===== config.mk =====
export PLATFORM = sky130hd
export DESIGN_NAME = lamp_phase_sequencer
export DESIGN_NICKNAME = d
export VERILOG_FILES = /design/src/hdl/lps_pkg.sv /design/src/hdl/lps_cfg_regs.sv /design/src/hdl/lps_step.sv /design/src/hdl/lamp_phase_sequencer.sv
export SDC_FILE = /design/constraint.sdc
export NUM_CORES = 1
export LEC_CHECK = 0
export ABC_AREA = 1
export ABC_CLOCK_PERIOD_IN_PS = 4000
export BUFFER_PORTS_ARGS = -buffer_cell sky130_fd_sc_hd__buf_2
export CAP_MARGIN = 20
export CORE_MARGIN = 2
export CORE_UTILIZATION = 56
export CTS_CLUSTER_SIZE = 12
export DETAILED_ROUTE_END_ITERATION = 12
export GPL_TIMING_DRIVEN = 0
export PLACE_DENSITY = 0.77
export SETUP_SLACK_MARGIN = 0.3
export SLEW_MARGIN = 30
export SYNTH_ARGS = -nofsm -noshare
export SYNTH_HDL_FRONTEND = slang
export SYNTH_SLANG_ARGS = --single-unit

===== constraint.sdc =====
create_clock -name clk_i -period 4 [get_ports clk_i]
set_input_delay 0.8 -clock clk_i [delete_from_list [all_inputs] [get_ports clk_i]]
set_output_delay 0.8 -clock clk_i [all_outputs]
set_load 0.01 [all_outputs]

===== src/hdl/lps_pkg.sv =====
`timescale 1ns / 1ps

package lps_pkg;

  // fixed field widths
  localparam int unsigned SEL_W      = 3;
  localparam int unsigned CNT_W      = 16;
  localparam int unsigned MASKS_W    = 25;
  localparam int unsigned TIMES_W    = 60;
  localparam int unsigned CFG_DATA_W = 60;
  localparam int unsigned LEVELS_W   = 5;

  localparam logic [CNT_W-1:0] CNT_MAX = '1;

  // register reset values
  localparam logic [SEL_W-1:0]   RST_LAMP_COUNT  = 3'd5;
  localparam logic [SEL_W-1:0]   RST_FLASH_LAMP  = 3'd2;
  localparam logic [CNT_W-1:0]   RST_FLASH_HALF  = 16'd50;
  localparam logic [SEL_W-1:0]   RST_PHASE_COUNT = 3'd0;
  localparam logic [CNT_W-1:0]   RST_LONG_PRESS  = 16'd200;
  localparam logic [CNT_W-1:0]   RST_SHUTOFF     = 16'd1500;

  // phase time loaded at reset, before the first phase change
  localparam int unsigned RST_PHASE_TIME = 100;

  typedef enum logic [1:0] {
    MODE_FLASH = 2'd0,
    MODE_CYCLE = 2'd1,
    MODE_PAUSE = 2'd2,
    MODE_SLEEP = 2'd3
  } mode_e;

  typedef enum logic [2:0] {
    REG_LAMP_COUNT  = 3'd0,
    REG_FLASH_LAMP  = 3'd1,
    REG_FLASH_HALF  = 3'd2,
    REG_PHASE_COUNT = 3'd3,
    REG_LONG_PRESS  = 3'd4,
    REG_SHUTOFF     = 3'd5,
    REG_PHASE_MASKS = 3'd6,
    REG_PHASE_TIMES = 3'd7
  } reg_idx_e;

  typedef struct packed {
    logic [SEL_W-1:0]   lamp_count;
    logic [SEL_W-1:0]   flash_lamp;
    logic [CNT_W-1:0]   flash_half_period;
    logic [SEL_W-1:0]   phase_count;
    logic [CNT_W-1:0]   long_press_time;
    logic [CNT_W-1:0]   shutoff_time;
    logic [MASKS_W-1:0] phase_lamp_masks;
    logic [TIMES_W-1:0] phase_durations;
  } cfg_t;

  typedef struct packed {
    logic [LEVELS_W-1:0] lamp_levels;
    mode_e               mode_status;
    logic [SEL_W-1:0]    upcoming_phase;
  } res_t;

  // saturating tick counter increment
  function automatic logic [CNT_W-1:0] sat_inc(input logic [CNT_W-1:0] v);
    return (v == CNT_MAX) ? v : v + 1'b1;
  endfunction

endpackage


===== src/hdl/lps_cfg_regs.sv =====
`timescale 1ns / 1ps

module lps_cfg_regs
  import lps_pkg::*;
(
  input  logic                  clk_i,
  input  logic                  rst_ni,
  input  logic                  cfg_we_i,
  input  logic [SEL_W-1:0]      cfg_idx_i,
  input  logic [CFG_DATA_W-1:0] cfg_wdata_i,
  output cfg_t                  cfg_o
);

  cfg_t     cfg_q;
  reg_idx_e idx;

  assign idx   = reg_idx_e'(cfg_idx_i);
  assign cfg_o = cfg_q;

  // register file, each write truncated to the register width
  always_ff @(posedge clk_i or negedge rst_ni) begin
    if (!rst_ni) begin
      cfg_q.lamp_count        <= RST_LAMP_COUNT;
      cfg_q.flash_lamp        <= RST_FLASH_LAMP;
      cfg_q.flash_half_period <= RST_FLASH_HALF;
      cfg_q.phase_count       <= RST_PHASE_COUNT;
      cfg_q.long_press_time   <= RST_LONG_PRESS;
      cfg_q.shutoff_time      <= RST_SHUTOFF;
      cfg_q.phase_lamp_masks  <= '0;
      cfg_q.phase_durations   <= '0;
    end else if (cfg_we_i) begin
      unique case (idx)
        REG_LAMP_COUNT:  cfg_q.lamp_count        <= cfg_wdata_i[SEL_W-1:0];
        REG_FLASH_LAMP:  cfg_q.flash_lamp        <= cfg_wdata_i[SEL_W-1:0];
        REG_FLASH_HALF:  cfg_q.flash_half_period <= cfg_wdata_i[CNT_W-1:0];
        REG_PHASE_COUNT: cfg_q.phase_count       <= cfg_wdata_i[SEL_W-1:0];
        REG_LONG_PRESS:  cfg_q.long_press_time   <= cfg_wdata_i[CNT_W-1:0];
        REG_SHUTOFF:     cfg_q.shutoff_time      <= cfg_wdata_i[CNT_W-1:0];
        REG_PHASE_MASKS: cfg_q.phase_lamp_masks  <= cfg_wdata_i[MASKS_W-1:0];
        REG_PHASE_TIMES: cfg_q.phase_durations   <= cfg_wdata_i[TIMES_W-1:0];
        default: ;
      endcase
    end
  end

endmodule


===== src/hdl/lps_step.sv =====
`timescale 1ns / 1ps

module lps_step
  import lps_pkg::*;
#(
  parameter int unsigned LAMPS           = 5,
  parameter int unsigned PHASES          = 5,
  parameter int unsigned PHASE_TIME_BITS = 12
) (
  input  logic clk_i,
  input  logic rst_ni,
  input  logic step_i,
  input  logic button_i,
  input  cfg_t cfg_i,
  output res_t res_o
);

  // sequencer state
  logic [LAMPS-1:0]           lamp_q, lamp_d;
  logic                       flash_mode_q, flash_mode_d;
  logic                       cyc_en_q, cyc_en_d;
  logic                       asleep_q, asleep_d;
  logic                       wake_seen_q, wake_seen_d;
  logic                       held_q, held_d;
  logic [SEL_W-1:0]           next_phase_q, next_phase_d;
  logic [PHASE_TIME_BITS-1:0] cur_time_q, cur_time_d;
  logic [CNT_W-1:0]           phase_el_q, phase_el_d;
  logic [CNT_W-1:0]           flash_el_q, flash_el_d;
  logic [CNT_W-1:0]           idle_el_q, idle_el_d;
  logic [CNT_W-1:0]           press_el_q, press_el_d;

  logic [3:0]                 lamp_num;
  logic [LAMPS-1:0]           conn;
  logic [SEL_W-1:0]           vphase;
  logic [SEL_W-1:0]           ph_idx;
  logic [7:0]                 mask_off;
  logic [7:0]                 time_off;
  logic [63:0]                mask_sh;
  logic [63:0]                time_sh;
  logic [LAMPS-1:0]           ph_mask;
  logic [PHASE_TIME_BITS-1:0] ph_time;
  logic [7:0]                 fb_full;
  logic [LAMPS-1:0]           fb;
  logic [3:0]                 np_inc;
  logic [CNT_W-1:0]           flash_inc;
  logic [CNT_W-1:0]           idle_inc;
  logic [CNT_W-1:0]           phase_inc;
  logic [LAMPS-1:0]           lamp_f;
  logic [7:0]                 lamp_ext;

  // connected lamps: zero counts as one, clipped to the lamps built
  always_comb begin
    if (cfg_i.lamp_count == '0) begin
      lamp_num = 4'd1;
    end else if ({1'b0, cfg_i.lamp_count} > 4'(LAMPS)) begin
      lamp_num = 4'(LAMPS);
    end else begin
      lamp_num = {1'b0, cfg_i.lamp_count};
    end
    for (int i = 0; i < LAMPS; i++) begin
      conn[i] = 4'(i) < lamp_num;
    end
  end

  // phase lookup, out-of-range phases fall back to phase one
  always_comb begin
    if (next_phase_q != '0 && {1'b0, next_phase_q} <= 4'(PHASES)
        && next_phase_q <= cfg_i.phase_count) begin
      vphase = next_phase_q;
    end else begin
      vphase = SEL_W'(1);
    end
    ph_idx   = vphase - SEL_W'(1);
    mask_off = 8'(ph_idx) * 8'(LAMPS);
    time_off = 8'(ph_idx) * 8'(PHASE_TIME_BITS);
    mask_sh  = (mask_off >= 8'd64) ? '0 : (64'(cfg_i.phase_lamp_masks) >> mask_off[5:0]);
    time_sh  = (time_off >= 8'd64) ? '0 : (64'(cfg_i.phase_durations) >> time_off[5:0]);
    ph_mask  = mask_sh[LAMPS-1:0];
    ph_time  = time_sh[PHASE_TIME_BITS-1:0];
  end

  // flash lamp bit, empty when unset or not connected
  assign fb_full = (cfg_i.flash_lamp != '0)
                 ? (8'd1 << (cfg_i.flash_lamp - SEL_W'(1))) : 8'd0;
  assign fb      = fb_full[LAMPS-1:0] & conn;

  assign np_inc    = {1'b0, next_phase_q} + 4'd1;
  assign flash_inc = sat_inc(flash_el_q);
  assign idle_inc  = sat_inc(idle_el_q);
  assign phase_inc = sat_inc(phase_el_q);

  // next state for one tick
  always_comb begin
    lamp_d       = lamp_q;
    flash_mode_d = flash_mode_q;
    cyc_en_d     = cyc_en_q;
    asleep_d     = asleep_q;
    wake_seen_d  = wake_seen_q;
    held_d       = held_q;
    next_phase_d = next_phase_q;
    cur_time_d   = cur_time_q;
    phase_el_d   = phase_el_q;
    flash_el_d   = flash_el_q;
    idle_el_d    = idle_el_q;
    press_el_d   = press_el_q;
    lamp_f       = lamp_q;

    priority if (asleep_q) begin
      // sleeping: wait for a full press and release
      flash_el_d = flash_inc;
      if (button_i) begin
        wake_seen_d = 1'b1;
      end else if (wake_seen_q) begin
        wake_seen_d = 1'b0;
        asleep_d    = 1'b0;
        idle_el_d   = '0;
      end
    end else if (button_i) begin
      // press timing, everything else frozen
      press_el_d = held_q ? sat_inc(press_el_q) : CNT_W'(1);
      held_d     = 1'b1;
    end else if (held_q) begin
      // release: long press selects flash, short press cycles or pauses
      held_d = 1'b0;
      if (press_el_q > cfg_i.long_press_time) begin
        flash_mode_d = 1'b1;
        next_phase_d = SEL_W'(1);
        cyc_en_d     = 1'b0;
      end else begin
        flash_mode_d = 1'b0;
        cyc_en_d     = !cyc_en_q;
      end
      press_el_d = '0;
      phase_el_d = '0;
      flash_el_d = '0;
      idle_el_d  = '0;
    end else if (flash_mode_q) begin
      // flash toggle, then idle shutoff
      flash_el_d = flash_inc;
      if (flash_inc > cfg_i.flash_half_period) begin
        lamp_f     = (lamp_q & ~conn) | ((lamp_q ^ fb) & fb);
        flash_el_d = '0;
      end
      lamp_d    = lamp_f;
      idle_el_d = idle_inc;
      if (idle_inc > cfg_i.shutoff_time) begin
        lamp_d      = lamp_f & ~conn;
        asleep_d    = 1'b1;
        wake_seen_d = 1'b0;
      end
    end else begin
      // phase cycling
      idle_el_d  = '0;
      phase_el_d = phase_inc;
      if (phase_inc > CNT_W'(cur_time_q) && cyc_en_q) begin
        lamp_d     = (lamp_q & ~conn) | (ph_mask & conn);
        cur_time_d = ph_time;
        if (np_inc > {1'b0, cfg_i.phase_count}) begin
          next_phase_d = SEL_W'(1);
        end else begin
          next_phase_d = np_inc[SEL_W-1:0];
        end
        phase_el_d = '0;
      end
    end
  end

  // state registers, advanced once per tick
  always_ff @(posedge clk_i or negedge rst_ni) begin
    if (!rst_ni) begin
      lamp_q       <= '0;
      flash_mode_q <= 1'b1;
      cyc_en_q     <= 1'b0;
      asleep_q     <= 1'b0;
      wake_seen_q  <= 1'b0;
      held_q       <= 1'b0;
      next_phase_q <= SEL_W'(1);
      cur_time_q   <= PHASE_TIME_BITS'(RST_PHASE_TIME);
      phase_el_q   <= '0;
      flash_el_q   <= '0;
      idle_el_q    <= '0;
      press_el_q   <= '0;
    end else if (step_i) begin
      lamp_q       <= lamp_d;
      flash_mode_q <= flash_mode_d;
      cyc_en_q     <= cyc_en_d;
      asleep_q     <= asleep_d;
      wake_seen_q  <= wake_seen_d;
      held_q       <= held_d;
      next_phase_q <= next_phase_d;
      cur_time_q   <= cur_time_d;
      phase_el_q   <= phase_el_d;
      flash_el_q   <= flash_el_d;
      idle_el_q    <= idle_el_d;
      press_el_q   <= press_el_d;
    end
  end

  // result from the updated state
  assign lamp_ext = 8'(lamp_d);

  always_comb begin
    res_o.lamp_levels    = lamp_ext[LEVELS_W-1:0];
    res_o.upcoming_phase = next_phase_d;
    priority if (asleep_d) begin
      res_o.mode_status = MODE_SLEEP;
    end else if (flash_mode_d) begin
      res_o.mode_status = MODE_FLASH;
    end else if (cyc_en_d) begin
      res_o.mode_status = MODE_CYCLE;
    end else begin
      res_o.mode_status = MODE_PAUSE;
    end
  end

endmodule


===== src/hdl/lamp_phase_sequencer.sv =====
`timescale 1ns / 1ps

// channel   direction  handshake                  payload
// tick in   input      in_valid_i / in_ready_o    button_level_i
// result    output     out_valid_o / out_ready_i  lamp_levels_o, mode_status_o,
//                                                 upcoming_phase_o
// config    input      cfg_we_i (no wait)         cfg_idx_i, cfg_wdata_i
//
// one tick beat per cycle sustained while out_ready_i holds; a taken beat passes
// the input register, then the state update into the result register
// reset puts every config register and the sequencer state at its reset value
// a stalled result holds in the result register while one more beat waits in
// the input register; in_ready_o drops only when both are full and out_ready_i is low

module lamp_phase_sequencer
  import lps_pkg::*;
#(
  parameter int unsigned LAMPS           = 5,
  parameter int unsigned PHASES          = 5,
  parameter int unsigned PHASE_TIME_BITS = 12
) (
  input  logic                  clk_i,
  input  logic                  rst_ni,
  input  logic                  cfg_we_i,
  input  logic [SEL_W-1:0]      cfg_idx_i,
  input  logic [CFG_DATA_W-1:0] cfg_wdata_i,
  input  logic                  in_valid_i,
  output logic                  in_ready_o,
  input  logic                  button_level_i,
  output logic                  out_valid_o,
  input  logic                  out_ready_i,
  output logic [LEVELS_W-1:0]   lamp_levels_o,
  output logic [1:0]            mode_status_o,
  output logic [SEL_W-1:0]      upcoming_phase_o
);

  cfg_t cfg;
  res_t step_res;
  res_t res_q;
  logic in_vld_q, in_vld_d;
  logic btn_q;
  logic out_vld_q, out_vld_d;
  logic adv;
  logic fire;
  logic in_take;

  lps_cfg_regs u_cfg (
    .clk_i       (clk_i),
    .rst_ni      (rst_ni),
    .cfg_we_i    (cfg_we_i),
    .cfg_idx_i   (cfg_idx_i),
    .cfg_wdata_i (cfg_wdata_i),
    .cfg_o       (cfg)
  );

  lps_step #(
    .LAMPS           (LAMPS),
    .PHASES          (PHASES),
    .PHASE_TIME_BITS (PHASE_TIME_BITS)
  ) u_step (
    .clk_i    (clk_i),
    .rst_ni   (rst_ni),
    .step_i   (fire),
    .button_i (btn_q),
    .cfg_i    (cfg),
    .res_o    (step_res)
  );

  // pipeline control
  assign adv        = !out_vld_q || out_ready_i;
  assign fire       = in_vld_q && adv;
  assign in_ready_o = !in_vld_q || adv;
  assign in_take    = in_valid_i && in_ready_o;

  always_comb begin
    in_vld_d = in_vld_q;
    if (in_take) begin
      in_vld_d = 1'b1;
    end else if (fire) begin
      in_vld_d = 1'b0;
    end
    out_vld_d = out_vld_q;
    if (fire) begin
      out_vld_d = 1'b1;
    end else if (out_ready_i) begin
      out_vld_d = 1'b0;
    end
  end

  always_ff @(posedge clk_i or negedge rst_ni) begin
    if (!rst_ni) begin
      in_vld_q  <= 1'b0;
      out_vld_q <= 1'b0;
    end else begin
      in_vld_q  <= in_vld_d;
      out_vld_q <= out_vld_d;
    end
  end

  // input and result payload registers
  always_ff @(posedge clk_i) begin
    if (in_take) begin
      btn_q <= button_level_i;
    end
    if (fire) begin
      res_q <= step_res;
    end
  end

  assign out_valid_o      = out_vld_q;
  assign lamp_levels_o    = res_q.lamp_levels;
  assign mode_status_o    = res_q.mode_status;
  assign upcoming_phase_o = res_q.upcoming_phase;

  // a shown result never names phase zero
  a_phase_nonzero : assert property (@(posedge clk_i) disable iff (!rst_ni)
    out_valid_o |-> upcoming_phase_o != '0)
    else $error("upcoming phase is zero");

  // a new result only follows a tick that went through the state update
  a_out_from_step : assert property (@(posedge clk_i) disable iff (!rst_ni)
    $rose(out_valid_o) |-> $past(fire))
    else $error("result valid without a state update");

  // no beat is taken while both registers are full and the output stalls
  a_no_overrun : assert property (@(posedge clk_i) disable iff (!rst_ni)
    (in_vld_q && out_vld_q && !out_ready_i) |-> !in_ready_o)
    else $error("input register overrun");

  // a stalled result keeps its lamp levels
  a_res_hold : assert property (@(posedge clk_i) disable iff (!rst_ni)
    (out_valid_o && !out_ready_i) |=> $stable(res_q))
    else $error("stalled result changed");

endmodule


==> qor.yml, run 1 <==
clock_network:
  cts.sinks: 244
  tritoncts: "done"
  clk_pin_slew_worst_paths_ns: 0.06
  clk_path_buf_depth: 3
  insertion_delay_ns: 0.54
  htree_levels: 1
  ctsRootBufferMaster: "clkbuf_16"
  numCtsBuffers: 27
place:
  port_buffers: 80
  placedCellCount: 2306
  dp.final_hpwl_um: 29600
  routabilityCongestion: 0.972
power_and_ir_drop:
  power_mw: 12.6
  leakagePower_nw: 8.45
  power_density_nw_per_um2: 729
  vdd_drop_max_uv: 706
floorplan:
  fp.dieH_um: 165
  std_cell_rows: 58
  initial_core_util: 0.573
  core_region_area_sq_um: 25300
  die_width_um: 165
  die_area_sq_um: 27100
  ios: 81
sta:
  final.setup.tns_ns: 0
  rsz0062_at_grt: "true"
  fmax_ghz: 0.263
  finalSetupViolations: 0
  worstMarginPinSlew_ns: 1.10
  hold_violations: 0
  finalCritPeriodShare: 0.951
  min_period_ns: 3.80
  fin_skew_ns: 0.00820
  maxSlewViolCount: 0
  slew_headroom: 0.267
yosys:
  synthesis.area_sq_um: 14500
  netlist_instances: 1894
  ys.flop_type: "dfrtp_1"
  ys_warn_count: 0
  avgSynthCellArea_sq_um: 7.64
  yosys.area.top_type: "dfrtp_1"
  async_flop_share: 0.955
  synth_nets: 2041
  ys_seq_area_frac: 0.428
  synth-seq-cells: 244
  ys_types: 49
  synth_top_area_frac: 0.367
  synth-edff-count: 11
  synthTopCellsByArea: "dfrtp_1 37%, nand2_1 11%, o21ai_0 9.3%"
worst_setup_path:
  crit_type: "reg -> reg"
  endpoint_kind: "flip-flop"
  crit_arrival_ns: 4.26
  required_ns: 4.46
  crit_top_cell: "inv_4"
  worstPathBufferInverterCount: 9
  cpPeakStageDelay_ns: 0.58
  cp-start-kind: "flip-flop"
  crit_path_top_delay_cell: "dfstp_2"
  critPathTopFamily: "buffers and inverters"
  crit_fanout: 7
  cp_cell_sequence: "inv_4, clkbuf_16, ha_2, inv_1, nor2_2, a21oi_4, nand2_4, nor2_4, inv_4, clkbuf_16, ha_4, o21bai_4, nand2_2, inv_4, fa_1, buf_8, clkinvlp_4, buf_8, nor2_4, nor2_1, o21ai_1, o21ai_2, o22ai_1"
  r2r_slack_ns: 0.20
finish:
  final_common_cell: "nand2_1"
  area_delta_synth_final_pct: 19.6
  final_util: 0.685
  antenna_cells: 0
  final_cells: 2399
  layout-drive-gt1-share: 0.177
  layout_common_cells: "428 x nand2_1, 269 x inv_1, 251 x o21ai_0"
  nNetsFinal: 2197
  fillCellCount: 2073
routing:
  drt_iter0_drc: 1175
  routed_via_density: 5.75
  vias: 13795
  drtAntennaViolNets: 0
  drt_pass1_iterations: 6
  wl_per_cell_um: 17.3
  route.detailed.drc: 0
  drt-total-wl_um: 41600
grt:
  first_global_vias: 13309
  grt_max_degree: 87
  grt_overflow_total: 0
  antenna_found_initial: 0
  grt_usage: 0.310
  grt_pass1_wl_um: 66600
job:
  cap_violations: 0
run_status:
  status: "finished clean"
min_path:
  hp-class: "in -> async"
==> worst register-to-register path, delay by kind of cell, from the launching register on <==
| family | cells | cell delay (ns) |
|---|---|---|
| buffers and inverters | 9 | 1.07 |
| adders and majority gates | 3 | 0.86 |
| DFF | 1 | 0.58 |
| and+or+nand+nor | 6 | 0.54 |
| AOI/OAI and AO/OA | 5 | 0.69 |
==> synthesized netlist by cell type (2+ instances only) <==
cell type and count:
nand2_1 439, nor3_1 27, inv_2 15, o21bai_1 2, o21ai_1 12, o22ai_1 21
a21o_1 3, o221ai_1 12, nand4_1 17, nor4_1 4, o21ai_0 270, buf_2 19
dfrtp_1 212, o31ai_1 2, nand2_2 12, xor2_1 26, nand3b_1 3, a22oi_1 4
a32o_1 5, clkbuf_1 43, clkinv_1 2, a31oi_1 4, edfxtp_1 11, nor2_4 2
nor2_1 109, dfstp_2 21, nor2_2 10, o211ai_1 20, inv_1 275, buf_4 2
mux2_2 14, ha_1 77, nand3_1 97, nand3_2 4, o21a_1 4, a21oi_1 81
==> area by class of cell <==
class / count / area [sq um] / share of cell area
Multi-Input combinational cell: 1293 / 7440 / 0.430
Sequential cell: 244 / 6190 / 0.357
Tap cell: 330 / 413 / 0.0239
Inverter: 292 / 1120 / 0.0646
Clock buffer: 40 / 774 / 0.0447
Clock inverter: 8 / 165 / 0.00954
Buffer: 65 / 375 / 0.0217
Timing Repair Buffer: 127 / 835 / 0.0482
==> final timing paths <==
kind	startpoint	endpoint	cells after the start
max	u_step.next_phase_q[0]	u_step.cur_time_q[5]	23
min	rst_ni	u_cfg.cfg_o[45]	1
max reg2reg	u_step.next_phase_q[0]	u_step.cur_time_q[5]	23
min reg2reg	u_cfg.cfg_o[98]	u_cfg.cfg_o[98]	2
max in group asynchronous	rst_ni	u_cfg.cfg_o[91]	3
min in group clk_i	button_level_i	btn_q	1
==> per-stage QoR <==
stage	cell area, sq um	hold WS [ns]	setup slack [ns]
2_1_floorplan	14500	0.448	0.302
3_3_place_gp	15300	0.462	-1.96
3_5_place_dp	15400	0.474	-0.579
4_1_cts	16800	0.222	0.302
5_1_grt	17300	0.228	0.0862
6_report	17300	0.197	0.196
==> cell families after synthesis <==
family,Yosys count,share of synthesized area
adders and majority gates,78,0.0680
muxes,14,0.0109
DFF,244,0.428
buffers and inverters,357,0.0953
and+or+nand+nor,730,0.214
xor gates and xnor gates,26,0.0157
AOI/OAI and AO/OA,445,0.169
==> power breakdown <==
group | total, mW | internal (mW) | switching (mW)
Combinational | 6.61 | 2.55 | 4.06
Sequential | 3.33 | 3.01 | 0.322
Clock | 2.68 | 1.65 | 1.03
Total | 12.6 | 7.21 | 5.41
==> sequential cells by signal, summed over array words and instances (netlist names) <==
name,cells
upcoming_phase_o,3
u_step.flash_el_q,16
lamp_levels_o,5
u_step.lamp_q,5
in_vld_q,1
u_step.cyc_en_q,1
u_step.phase_el_q,16
u_cfg.cfg_o,142
mode_status_o,2
u_step.asleep_q,1
u_step.held_q,1
u_step.idle_el_q,16
u_step.cur_time_q,12
u_step.next_phase_q,3
u_step.flash_mode_q,1
u_step.press_el_q,16
out_valid_o,1
btn_q,1
u_step.wake_seen_q,1
==> what timing repair did <==
| item | 4_1_cts | 5_1_grt |
|---|---|---|
| pin swaps | 12 | 47 |
| hold buffers | 0 | 0 |
| cloned | 2 | 1 |
| resized for setup | 45 | 110 |
| endpoints found under the setup margin | 42 | 57 |
| setup buffers | 26 | 16 |
==> layer usage <==
metal | global-route usage | part of all wire | vias to the layer above
met2 | 0.509 | 0.47 | 525
met1 | 0.429 | 0.44 | 6649
met3 | 0.0515 | 0.070 | 94
met4 | 0.0806 | 0.024 | 0
li1 | - | - | 6527
met5 | 0 | 0 | -
No activity file was read; power rests on OpenSTA's default activity.
==> inputs of run 2 (changes only) <==
--- a/config.mk
+++ b/config.mk
@@ -10,11 +10,10 @@
 export BUFFER_PORTS_ARGS = -buffer_cell sky130_fd_sc_hd__buf_2
 export CAP_MARGIN = 20
 export CORE_MARGIN = 2
-export CORE_UTILIZATION = 56
+export CORE_UTILIZATION = 40
 export CTS_CLUSTER_SIZE = 12
 export DETAILED_ROUTE_END_ITERATION = 12
 export GPL_TIMING_DRIVEN = 0
-export PLACE_DENSITY = 0.77
 export SETUP_SLACK_MARGIN = 0.3
 export SLEW_MARGIN = 30
 export SYNTH_ARGS = -nofsm -noshare
==> qor.yml, run 2 (same netlist as run 1, synthesis figures left out) <==
finish:
  final_cells: 2521  # +5.1%
  layout-drive-gt1-share: 0.169  # -0.00797
  area_delta_synth_final_pct: 19.1
  nNetsFinal: 2185  # -0.55%
  layout_common_cells: "428 x nand2_1, 270 x inv_1, 256 x o21ai_0"
  final_common_cell: "nand2_1"
  largest_reg_flops: 142  # unchanged
  antenna_cells: 0  # unchanged
routing:
  drt_pass1_iterations: 5  # -1
  routed_via_density: 5.24  # -8.8%
  drt-total-wl_um: 42500  # +2.2%
  wl_per_cell_um: 16.9  # -2.7%
  drtAntennaViolNets: 0  # unchanged
  vias: 13219  # -4.2%
  drt_iter0_drc: 999  # -15%
  route.detailed.drc: 0  # unchanged
sta:
  fmax_ghz: 0.266  # +1.4%
  final.setup.tns_ns: 0  # unchanged
  fin_skew_ns: 0.0122  # +0.00398 ns
  finalSetupViolations: 0  # unchanged
  finalCritPeriodShare: 0.938  # -0.0129
  worstMarginPinSlew_ns: 0.951  # -0.148 ns
  min_period_ns: 3.75  # -0.0516 ns
  slew_headroom: 0.366  # +0.0984
  hold_violations: 0  # unchanged
  rsz0062_at_grt: "true"
  maxSlewViolCount: 0  # unchanged
worst_setup_path:
  required_ns: 4.49  # +0.03 ns
  crit_arrival_ns: 4.24  # -0.02 ns
  endpoint_kind: "flip-flop"
  worstPathBufferInverterCount: 8  # -1
  r2r_slack_ns: 0.25  # +0.05 ns
  rr_endpoint: "u_step.cur_time_q[1]"
  r2r-start: "u_step.next_phase_q[0]"
  crit_fanout: 7  # unchanged
  cpPeakStageDelay_ns: 0.58  # about the same
  cp-start-kind: "flip-flop"
  crit_path_top_delay_cell: "dfstp_2"
  rr_worst_depth: 22  # -4.3%
  crit_type: "reg -> reg"
  critPathTopFamily: "buffers and inverters"
  cp_cell_sequence: "inv_4, clkbuf_16, ha_4, nand3_4, nand2_4, nand2_4, nor2_4, inv_4, clkbuf_16, ha_4, o21bai_4, nand2_2, inv_4, fa_1, buf_8, clkinvlp_4, buf_8, nand3_2, o221ai_2, nand2_1, nand3_2, o21ai_1"
  crit_top_cell: "inv_4"
floorplan:
  core_region_area_sq_um: 35600  # +41%
  initial_core_util: 0.407  # -0.166
  std_cell_rows: 69  # +19%
  fp.dieH_um: 194  # +18%
  ios: 81  # unchanged
  die_area_sq_um: 37700  # +39%
  die_width_um: 194  # +18%
grt:
  grt_overflow_total: 0  # unchanged
  antenna_found_initial: 0  # unchanged
  grt_usage: 0.224  # -0.0854
  grt_pass1_wl_um: 68400  # +2.7%
  grt_max_degree: 84  # -3.4%
  first_global_vias: 12857  # -3.4%
min_path:
  hp-class: "in -> async"
place:
  port_buffers: 80  # unchanged
  dp.final_hpwl_um: 31000  # +5.0%
  routabilityCongestion: 0.956  # -1.7%
  placedCellCount: 2437  # +5.7%
clock_network:
  postCtsHoldBufs: 0  # unchanged
  clk_pin_slew_worst_paths_ns: 0.06  # about the same
  insertion_delay_ns: 0.56  # +0.02 ns
  ctsRootBufferMaster: "clkbuf_16"
  htree_levels: 1  # unchanged
  tritoncts: "done"
  numCtsBuffers: 28  # +3.7%
  cts.sinks: 244  # unchanged
  clk_path_buf_depth: 3  # unchanged
power_and_ir_drop:
  vdd_drop_max_uv: 619  # -12%
  leakagePower_nw: 8.33  # -1.5%
  power_density_nw_per_um2: 715  # -2.0%
run_status:
  status: "finished clean"
job:
  cap_violations: 0  # unchanged
[run 2: cell types whose count changed in the layout (fill, tap and decap cells not counted), moves of 3 or more]
cell,change
buf_4,-12
bufinv_16,-3
o21ai_2,-3
clkinv_2,+5
o221ai_2,+5
nand3_4,-3
o21ai_0,+5
nor2_1,+3
o221ai_1,-3
[run 2: how the worst max path moves through the flow]
stage                                       from               endpoint  depth (start not counted)
after CTS                 u_step.next_phase_q[0]   u_step.cur_time_q[4]                         22
after global placement                    rst_ni    u_step.idle_el_q[2]                          1
after global routing      u_step.next_phase_q[0]  u_step.cur_time_q[10]                         21
after detailed placement  u_step.next_phase_q[0]   u_step.cur_time_q[1]                         19
after floorplan           u_step.next_phase_q[0]   u_step.cur_time_q[1]                         21
final                     u_step.next_phase_q[0]   u_step.cur_time_q[1]                         22
[run 2: power by group]
| part | total [mW] | leakage, nW | internal (mW) | switching (mW) |
|---|---|---|---|---|
| sequential | 3.32 | 3.02 | 3.01 | 0.312 |
| clock | 2.60 | 0.454 | 1.53 | 1.07 |
| combinational | 6.39 | 4.86 | 2.43 | 3.97 |
[run 2: per-stage QoR]
stage          setup slack [ns]  total power, mW  hold slack (ns)   util  cell area (sq um)
2_1_floorplan             0.302             6.69            0.448      -              14500
3_3_place_gp              -2.19             8.23            0.463  0.436              15500
3_5_place_dp             -0.754             8.27            0.472  0.437              15600
4_1_cts                   0.273             11.8            0.198  0.475              16900
5_1_grt                  0.0835             13.1            0.236  0.484              17200
6_report                  0.247             12.3            0.198  0.484              17200
[run 2: layout make-up]
cell class	count	area (sq um)
clock inverter	12	115
sequential	244	6190
inverter	292	1120
multi-input combinational	1294	7330
fill	3571	18300
tap	461	577
timing repair buffer	113	717
buffer	65	377
clock buffer	40	807
[run 2: what timing repair did]
action	in CTS	in global routing
endpoints found under the hold margin	0	0
gates resized for setup	61	70
pin swaps	20	32
setup buffers	21	8
cloned	2	1
setup endpoints to repair	42	57
[run 2: routing by layer]
| metal | GRT usage | part of all wire |
|---|---|---|
| met1 | 0.325 | 0.48 |
| met2 | 0.354 | 0.45 |
| met3 | 0.0275 | 0.044 |
| met4 | 0.0578 | 0.027 |
| met5 | 0 | 0 |
